### src/design/kbt_pkg.sv
// Package for the keyed budget table: state encoding, status codes and the
// command and status bundles between the controller and the datapath.
// No dependencies.
`default_nettype none

package kbt_pkg;

    localparam int unsigned KeyW    = 32;
    localparam int unsigned BudgetW = 64;
    localparam int unsigned StatusW = 2;

    // Operation codes of an input beat.
    localparam logic OP_SET    = 1'b0;
    localparam logic OP_LOOKUP = 1'b1;

    // Result status codes.
    localparam logic [StatusW-1:0] ST_OK    = 2'd0;
    localparam logic [StatusW-1:0] ST_NODEV = 2'd1;
    localparam logic [StatusW-1:0] ST_FULL  = 2'd2;

    typedef enum logic [3:0] {
        S_IDLE   = 4'b0001,
        S_SCAN   = 4'b0010,
        S_DECIDE = 4'b0100,
        S_DONE   = 4'b1000
    } t_state;

    typedef struct packed {
        logic start;   // capture the input beat and restart the scan
        logic scan;    // walk the key store
        logic decide;  // apply the update and fetch the budget
        logic load;    // move the result into the output register
    } t_cmd;

    typedef struct packed {
        logic scan_done;  // the last key compare happens this cycle
        logic out_free;   // the output register can take a result
    } t_dp_status;

endpackage

`default_nettype wire

### src/design/kbt_ctrl.sv
// Controller of the keyed budget table: one-hot state machine that steps
// an item through scan, decide and result hand-off. Uses kbt_pkg.
`default_nettype none

module kbt_ctrl (
    input  wire               i_clk,
    input  wire               i_rst_n,
    input  wire               i_in_valid,
    output logic              o_in_ready,
    input  kbt_pkg::t_dp_status i_sts,
    output kbt_pkg::t_cmd     o_cmd
);
    import kbt_pkg::*;

    t_state r_state;
    t_state n_state;

    always_comb begin
        n_state = r_state;
        unique case (r_state)
            S_IDLE: begin
                if (i_in_valid) begin
                    n_state = S_SCAN;
                end
            end
            S_SCAN: begin
                if (i_sts.scan_done) begin
                    n_state = S_DECIDE;
                end
            end
            S_DECIDE: begin
                n_state = S_DONE;
            end
            S_DONE: begin
                if (i_sts.out_free) begin
                    n_state = S_IDLE;
                end
            end
            default: begin
                n_state = S_IDLE;
            end
        endcase
    end

    always_ff @(posedge i_clk) begin
        if (!i_rst_n) begin
            r_state <= S_IDLE;
        end else begin
            r_state <= n_state;
        end
    end

    assign o_in_ready   = (r_state == S_IDLE);
    assign o_cmd.start  = (r_state == S_IDLE) && i_in_valid;
    assign o_cmd.scan   = (r_state == S_SCAN);
    assign o_cmd.decide = (r_state == S_DECIDE);
    assign o_cmd.load   = (r_state == S_DONE) && i_sts.out_free;

endmodule

`default_nettype wire

### src/design/kbt_dpath.sv
// Datapath of the keyed budget table: item registers, key and budget
// memories, slot valid bits, scan counter, match logic and output register.
// Uses kbt_pkg.
`default_nettype none

module kbt_dpath #(
    parameter int unsigned ENTRIES = 16
) (
    input  wire                           i_clk,
    input  wire                           i_rst_n,
    input  kbt_pkg::t_cmd                 i_cmd,
    output kbt_pkg::t_dp_status           o_sts,
    input  wire                           i_op,
    input  wire  [kbt_pkg::KeyW-1:0]      i_node_id,
    input  wire  [kbt_pkg::BudgetW-1:0]   i_budget_in,
    input  wire                           i_node_known,
    output logic                          o_out_valid,
    input  wire                           i_out_ready,
    output logic [kbt_pkg::StatusW-1:0]   o_status,
    output logic [kbt_pkg::BudgetW-1:0]   o_budget_out
);
    import kbt_pkg::*;

    localparam int unsigned IW = (ENTRIES > 1) ? $clog2(ENTRIES) : 1;

    // Captured item.
    logic               r_op;
    logic [KeyW-1:0]    r_id;
    logic [BudgetW-1:0] r_bud;
    logic               r_known;

    // Stores. A slot is free exactly when its valid bit is clear.
    logic [KeyW-1:0]    r_key_mem [ENTRIES];
    logic [BudgetW-1:0] r_bud_mem [ENTRIES];
    logic [ENTRIES-1:0] r_slot_vld;

    // Scan pipeline.
    logic [IW:0]        r_idx;
    logic [IW-1:0]      w_rd_addr;
    logic               w_issue;
    logic               r_cmp_vld;
    logic [IW-1:0]      r_cmp_idx;
    logic [KeyW-1:0]    r_key_q;
    logic               r_vld_q;

    // Scan results.
    logic               r_found;
    logic [IW-1:0]      r_hit_idx;
    logic               r_free_found;
    logic [IW-1:0]      r_free_idx;

    // Decide results.
    logic [BudgetW-1:0] r_bud_q;
    logic [StatusW-1:0] r_status;
    logic               r_lookup_hit;

    logic               w_nodev;
    logic               w_bud_zero;
    logic               w_upd_write;
    logic               w_new_write;

    logic               r_o_valid;
    logic [StatusW-1:0] r_o_status;
    logic [BudgetW-1:0] r_o_budget;

    assign w_rd_addr = r_idx[IW-1:0];
    assign w_issue   = i_cmd.scan && (r_idx < (IW+1)'(ENTRIES));

    assign w_nodev     = (r_id == '0) || !r_known;
    assign w_bud_zero  = (r_bud == '0);
    assign w_upd_write = i_cmd.decide && (r_op == OP_SET) && !w_nodev && r_found
                         && !w_bud_zero;
    assign w_new_write = i_cmd.decide && (r_op == OP_SET) && !w_nodev && !r_found
                         && !w_bud_zero && r_free_found;

    always_ff @(posedge i_clk) begin
        if (i_cmd.start) begin
            r_op    <= i_op;
            r_id    <= i_node_id;
            r_bud   <= i_budget_in;
            r_known <= i_node_known;
        end
    end

    // Memory ports: one key read per scan cycle until every slot is read, one budget
    // read at decide, one write at decide.
    always_ff @(posedge i_clk) begin
        if (w_issue) begin
            r_key_q <= r_key_mem[w_rd_addr];
            r_vld_q <= r_slot_vld[w_rd_addr];
        end
        if (w_new_write) begin
            r_key_mem[r_free_idx] <= r_id;
        end
        if (i_cmd.decide) begin
            r_bud_q <= r_bud_mem[r_hit_idx];
        end
        if (w_upd_write) begin
            r_bud_mem[r_hit_idx] <= r_bud;
        end else if (w_new_write) begin
            r_bud_mem[r_free_idx] <= r_bud;
        end
    end

    always_ff @(posedge i_clk) begin
        if (!i_rst_n) begin
            r_slot_vld <= '0;
        end else if (w_new_write) begin
            r_slot_vld[r_free_idx] <= 1'b1;
        end else if (i_cmd.decide && (r_op == OP_SET) && !w_nodev && r_found
                     && w_bud_zero) begin
            r_slot_vld[r_hit_idx] <= 1'b0;
        end
    end

    always_ff @(posedge i_clk) begin
        if (!i_rst_n) begin
            r_idx        <= '0;
            r_cmp_vld    <= 1'b0;
            r_cmp_idx    <= '0;
            r_found      <= 1'b0;
            r_hit_idx    <= '0;
            r_free_found <= 1'b0;
            r_free_idx   <= '0;
        end else if (i_cmd.start) begin
            r_idx        <= '0;
            r_cmp_vld    <= 1'b0;
            r_found      <= 1'b0;
            r_hit_idx    <= '0;
            r_free_found <= 1'b0;
            r_free_idx   <= '0;
        end else begin
            r_cmp_vld <= w_issue;
            if (w_issue) begin
                r_idx     <= r_idx + 1'b1;
                r_cmp_idx <= w_rd_addr;
            end
            if (r_cmp_vld) begin
                // First used slot that holds the key; id zero never matches.
                if (!r_found && r_vld_q && (r_key_q == r_id) && (r_id != '0)) begin
                    r_found   <= 1'b1;
                    r_hit_idx <= r_cmp_idx;
                end
                if (!r_free_found && !r_vld_q) begin
                    r_free_found <= 1'b1;
                    r_free_idx   <= r_cmp_idx;
                end
            end
        end
    end

    always_ff @(posedge i_clk) begin
        if (i_cmd.decide) begin
            r_lookup_hit <= (r_op == OP_LOOKUP) && r_found;
            if (r_op == OP_LOOKUP) begin
                r_status <= ST_OK;
            end else if (w_nodev) begin
                r_status <= ST_NODEV;
            end else if (!r_found && !w_bud_zero && !r_free_found) begin
                r_status <= ST_FULL;
            end else begin
                r_status <= ST_OK;
            end
        end
    end

    always_ff @(posedge i_clk) begin
        if (!i_rst_n) begin
            r_o_valid <= 1'b0;
        end else if (i_cmd.load) begin
            r_o_valid <= 1'b1;
        end else if (i_out_ready) begin
            r_o_valid <= 1'b0;
        end
    end

    always_ff @(posedge i_clk) begin
        if (i_cmd.load) begin
            r_o_status <= r_status;
            r_o_budget <= r_lookup_hit ? r_bud_q : '0;
        end
    end

    assign o_sts.scan_done = r_cmp_vld && (r_cmp_idx == IW'(ENTRIES - 1));
    assign o_sts.out_free  = !r_o_valid || i_out_ready;

    assign o_out_valid  = r_o_valid;
    assign o_status     = r_o_status;
    assign o_budget_out = r_o_budget;

endmodule

`default_nettype wire

### src/design/keyed_budget_table.sv
// Top level of the keyed budget table: joins the controller and the datapath.
// Depends on kbt_pkg, kbt_ctrl and kbt_dpath.
//
//   Channel | Handshake                  | Beat fields
//   --------+----------------------------+--------------------------------------------
//   in      | i_in_valid / o_in_ready    | i_op, i_node_id, i_budget_in, i_node_known
//   out     | o_out_valid / i_out_ready  | o_status, o_budget_out
//
// A beat is taken only in idle. A key scan (one slot read per cycle, then the last
// compare), a decide step and a load step put its result in the output register;
// the next beat is taken only once the controller is back in idle after the load.
// Reset is synchronous and active low and clears the slot valid bits at once.
// A waiting result does not hold off the next scan; only the load step stalls on it.
`default_nettype none

module keyed_budget_table #(
    parameter int unsigned ENTRIES = 16
) (
    input  wire                           i_clk,
    input  wire                           i_rst_n,
    input  wire                           i_in_valid,
    output logic                          o_in_ready,
    input  wire                           i_op,
    input  wire  [kbt_pkg::KeyW-1:0]      i_node_id,
    input  wire  [kbt_pkg::BudgetW-1:0]   i_budget_in,
    input  wire                           i_node_known,
    output logic                          o_out_valid,
    input  wire                           i_out_ready,
    output logic [kbt_pkg::StatusW-1:0]   o_status,
    output logic [kbt_pkg::BudgetW-1:0]   o_budget_out
);
    import kbt_pkg::*;

    // Commands flow from the controller to the datapath, status flows back.
    t_cmd       w_cmd;
    t_dp_status w_sts;

    kbt_ctrl u_ctrl (
        .i_clk      (i_clk),
        .i_rst_n    (i_rst_n),
        .i_in_valid (i_in_valid),
        .o_in_ready (o_in_ready),
        .i_sts      (w_sts),
        .o_cmd      (w_cmd)
    );

    // The datapath holds the table itself: the key and budget memories are
    // sized by ENTRIES, and a set of valid flags marks which slots are in use.
    kbt_dpath #(
        .ENTRIES (ENTRIES)
    ) u_dpath (
        .i_clk        (i_clk),
        .i_rst_n      (i_rst_n),
        .i_cmd        (w_cmd),
        .o_sts        (w_sts),
        .i_op         (i_op),
        .i_node_id    (i_node_id),
        .i_budget_in  (i_budget_in),
        .i_node_known (i_node_known),
        .o_out_valid  (o_out_valid),
        .i_out_ready  (i_out_ready),
        .o_status     (o_status),
        .o_budget_out (o_budget_out)
    );

endmodule

`default_nettype wire

### config.mk
export PLATFORM = sky130hd
export DESIGN_NAME = keyed_budget_table
export DESIGN_NICKNAME = d
export VERILOG_FILES = /design/src/design/kbt_pkg.sv /design/src/design/kbt_ctrl.sv /design/src/design/kbt_dpath.sv /design/src/design/keyed_budget_table.sv
export SDC_FILE = /design/constraint.sdc
export NUM_CORES = 2
export LEC_CHECK = 0
export CAP_MARGIN = 15
export CORE_ASPECT_RATIO = 1.25
export CORE_UTILIZATION = 30
export CTS_CLUSTER_SIZE = 25
export DETAILED_ROUTE_END_ITERATION = 8
export DONT_BUFFER_PORTS = 1
export GPL_ROUTABILITY_DRIVEN = 0
export PLACE_DENSITY = 0.43
export SETUP_SLACK_MARGIN = 0.05
export SYNTH_ARGS = -nofsm -noshare
export SYNTH_HDL_FRONTEND = slang
export SYNTH_SLANG_ARGS = --single-unit
export TNS_END_PERCENT = 1
### constraint.sdc
create_clock -name i_clk -period 10.81 [get_ports i_clk]
set_clock_uncertainty 0.1 [all_clocks]
set_input_delay 1.6215 -clock i_clk [delete_from_list [all_inputs] [get_ports i_clk]]
set_output_delay 1.6215 -clock i_clk [all_outputs]
set_load 0.1 [all_outputs]
==> impl_metrics.json <==
{
  "async_reset_ff_share_pct": 0,
  "yosysWarnings": 0,
  "ys_types": 47,
  "drtAntennaViolNets": 0,
  "drc": 0,
  "cts_tree": "built",
  "worst_pin_slew_ps": 1330,
  "routed_wl_microns": 179000,
  "antenna_found_initial": 42,
  "rsz0062_at_grt": "no",
  "utilization_pct": 34.8,
  "fill_cells": 20700,
  "fp.dieArea_sq_um": 231000,
  "synth_seq_cells": 1841,
  "syn-cell-area_sq_um": 68600,
  "core-area_sq_um": 227000,
  "dr.pass1.iters": 5,
  "synthCells": 2802,
  "status": "complete, no violations",
  "dpl.cell_count": 5702,
  "crit_path_max_fanout": 36,
  "io_buffers": 0,
  "ios": 170,
  "vdd_drop_max_v": 0.000128,
  "first_iter_violations": 2229,
  "nets": 3046,
  "hold_viol_final": 0,
  "drive_gt1_share_pct": 28.4,
  "slew_headroom_pct": 11.5,
  "slew_viol_final": 0,
  "grt_util_all_layers_pct": 15.5,
  "initial_core_util_pct": 30.3,
  "clock-sinks": 1841,
  "holdCritPathClass": "register to register",
  "cp-end-kind": "register",
  "grt_first_pass_wirelength_microns": 253000,
  "post-route-period-util_pct": 57.9,
  "hpwl_microns": 94900,
  "cts_max_level": 4,
  "die_y_microns": 537,
  "yosys.area.top_type": "edfxtp_1",
  "vias_per_cell": 4.94,
  "startpoint_type": "register",
  "postCtsSetupBuffers": 0,
  "cts_buffer_depth": 3,
  "worstSetupPathType": "register to register",
  "synth_fp_nets": 2905,
  "wire_per_inst_microns": 29.5,
  "grt_max_degree": 109,
  "ys_top_cells_by_count": "edfxtp_1, mux4_2, clkbuf_1",
  "fin_cells": 6067,
  "synth_top_cells_by_area": "edfxtp_1, mux4_2, dfxtp_1",
  "cts_hold_buf": 0,
  "numCtsBuffers": 191,
  "setup_tns_ps": 0,
  "fin_crit_ps": 6260,
  "yosysSeqAreaShare_pct": 80.0,
  "synth_ff_type": "edfxtp_1",
  "clock.fmax_mhz": 160,
  "worstPathArrival_ps": 6580,
  "die_width_microns": 430,
  "grt-ovfl-total": 0,
  "powerDensity_nw_per_um2": 182,
  "postSynthAreaPerCell_sq_um": 24.5,
  "row_count": 195,
  "vias": 30000,
  "cts_resized": 0,
  "worstPathRequired_ps": 11120,
  "synth-edff-count": 1800,
  "grt_pass1_vias": 32800,
  "syn_to_final_growth_pct": 15.0,
  "cts_root_buf": "clkbuf_16",
  "clk_pin_slew_worst_paths_ps": 70,
  "setup_viol": 0,
  "leakagePower_nw": 23.2,
  "max-cap-violations": 0,
  "synth_most_common_cell": "edfxtp_1",
  "synth_top_area_share_pct": 78.8,
  "insertion_delay_ps": 850
}
## critical path, stage by stage (launching register included)
cell	delay, ps
edfxtp_1	620
nor4_2	850
nand4_1	620
or4_1	680
buf_4	250
a211o_1	510
a221oi_4	790
buf_4	760
buf_4	540
## logic make-up (layout without fill, tap and decap cells)
kind of cell,after synthesis,in the layout,share of synthesized area (%)
simple gates,215,215,1.84
compound gates,75,75,0.868
xor+xnor,36,36,0.459
mux,494,494,16.0
flops,1841,1841,80.0
other cells,0,12,0
fa+ha+maj,1,1,0.0182
buf+inv,140,438,0.800
## registers in the layout (all words and copies together), names as in the netlist, 2 cells and up
signal                cells
u_ctrl.r_state            4
u_dpath.r_hit_idx         4
u_dpath.r_key_mem       512
u_dpath.r_slot_vld       16
u_dpath.r_cmp_idx         4
u_dpath.o_budget_out     64
u_dpath.r_id             32
u_dpath.r_bud_q          64
u_dpath.r_bud_mem      1024
u_dpath.r_status          2
u_dpath.o_status          2
u_dpath.r_key_q          32
u_dpath.r_bud            64
u_dpath.r_free_idx        4
u_dpath.r_idx             5
## path summary, 6_finish.rpt
check	from	cells after the start	to	slack (ps)
hold reg to reg	u_dpath.r_status[1]	0	u_dpath.o_status[1]	350
setup / recovery	u_dpath.r_bud[21]	8	u_dpath.r_bud_mem[2][62]	4550
hold / removal	u_dpath.r_status[1]	0	u_dpath.o_status[1]	350
setup reg to reg	u_dpath.r_bud[21]	8	u_dpath.r_bud_mem[2][62]	4550
## metrics by stage
| step | hold slack (ps) | worst slack [ps] | total power, mW | area (sq um) |
|---|---|---|---|---|
| after floorplan | 300 | 914 | 8.16 | 68600 |
| after global placement | 323 | 4330 | 8.24 | 72900 |
| after CTS | 351 | 4140 | 14.6 | 78900 |
| after global routing | 359 | 4270 | 14.8 | 78900 |
| after detailed placement | 326 | 4240 | 8.26 | 72900 |
| final | 347 | 4550 | 14.4 | 78900 |
## area by class of cell
type | instances | area (sq um) | area share, %
clock buffer | 237 | 4950 | 6.27
sequential | 1841 | 54900 | 69.5
multi-input combinational | 821 | 13600 | 17.2
antenna | 12 | 30.0 | 0.0380
tap | 2955 | 3700 | 4.68
clock inverter | 113 | 1040 | 1.31
inverter | 7 | 36.3 | 0.0460
timing repair buffer | 81 | 696 | 0.881
## per-layer routing
| layer | part of all wire, % | track usage, % | up-vias |
|---|---|---|---|
| met4 | 2.3 | 4.34 | 16 |
| met5 | 0.064 | 0 | - |
| li1 | - | - | 12400 |
| met1 | 41 | 19.3 | 16600 |
| met3 | 3.9 | 2.66 | 273 |
| met2 | 53 | 27.8 | 714 |
## report_power, final
| group | internal (mW) | total [mW] | switching, mW |
|---|---|---|---|
| combinational | 0.0253 | 0.0902 | 0.0649 |
| clock | 3.51 | 6.29 | 2.78 |
| sequential | 7.89 | 8.01 | 0.120 |
## cell usage in the layout (no fill, tap or decap), types with 9 or more instances in the layout
cell,synthesis,routed
a221oi_4,0,16
diode_2,0,12
a41oi_1,11,11
clkbuf_1,92,46
bufinv_16,0,10
mux4_2,485,485
clkbuf_16,0,191
buf_4,1,71
a211oi_1,10,10
clkinv_2,0,34
and2_1,69,69
nor4_2,0,11
nand2_1,15,15
dfxtp_1,41,34
clkinv_1,0,44
a21oi_1,9,9
edfxtp_1,1800,1800
xor2_1,32,32
mux2i_1,9,9
nor4_1,43,32
clkinvlp_4,0,9
nor2_1,23,23
nand4_1,18,18
(Power assumes the default switching activity.)
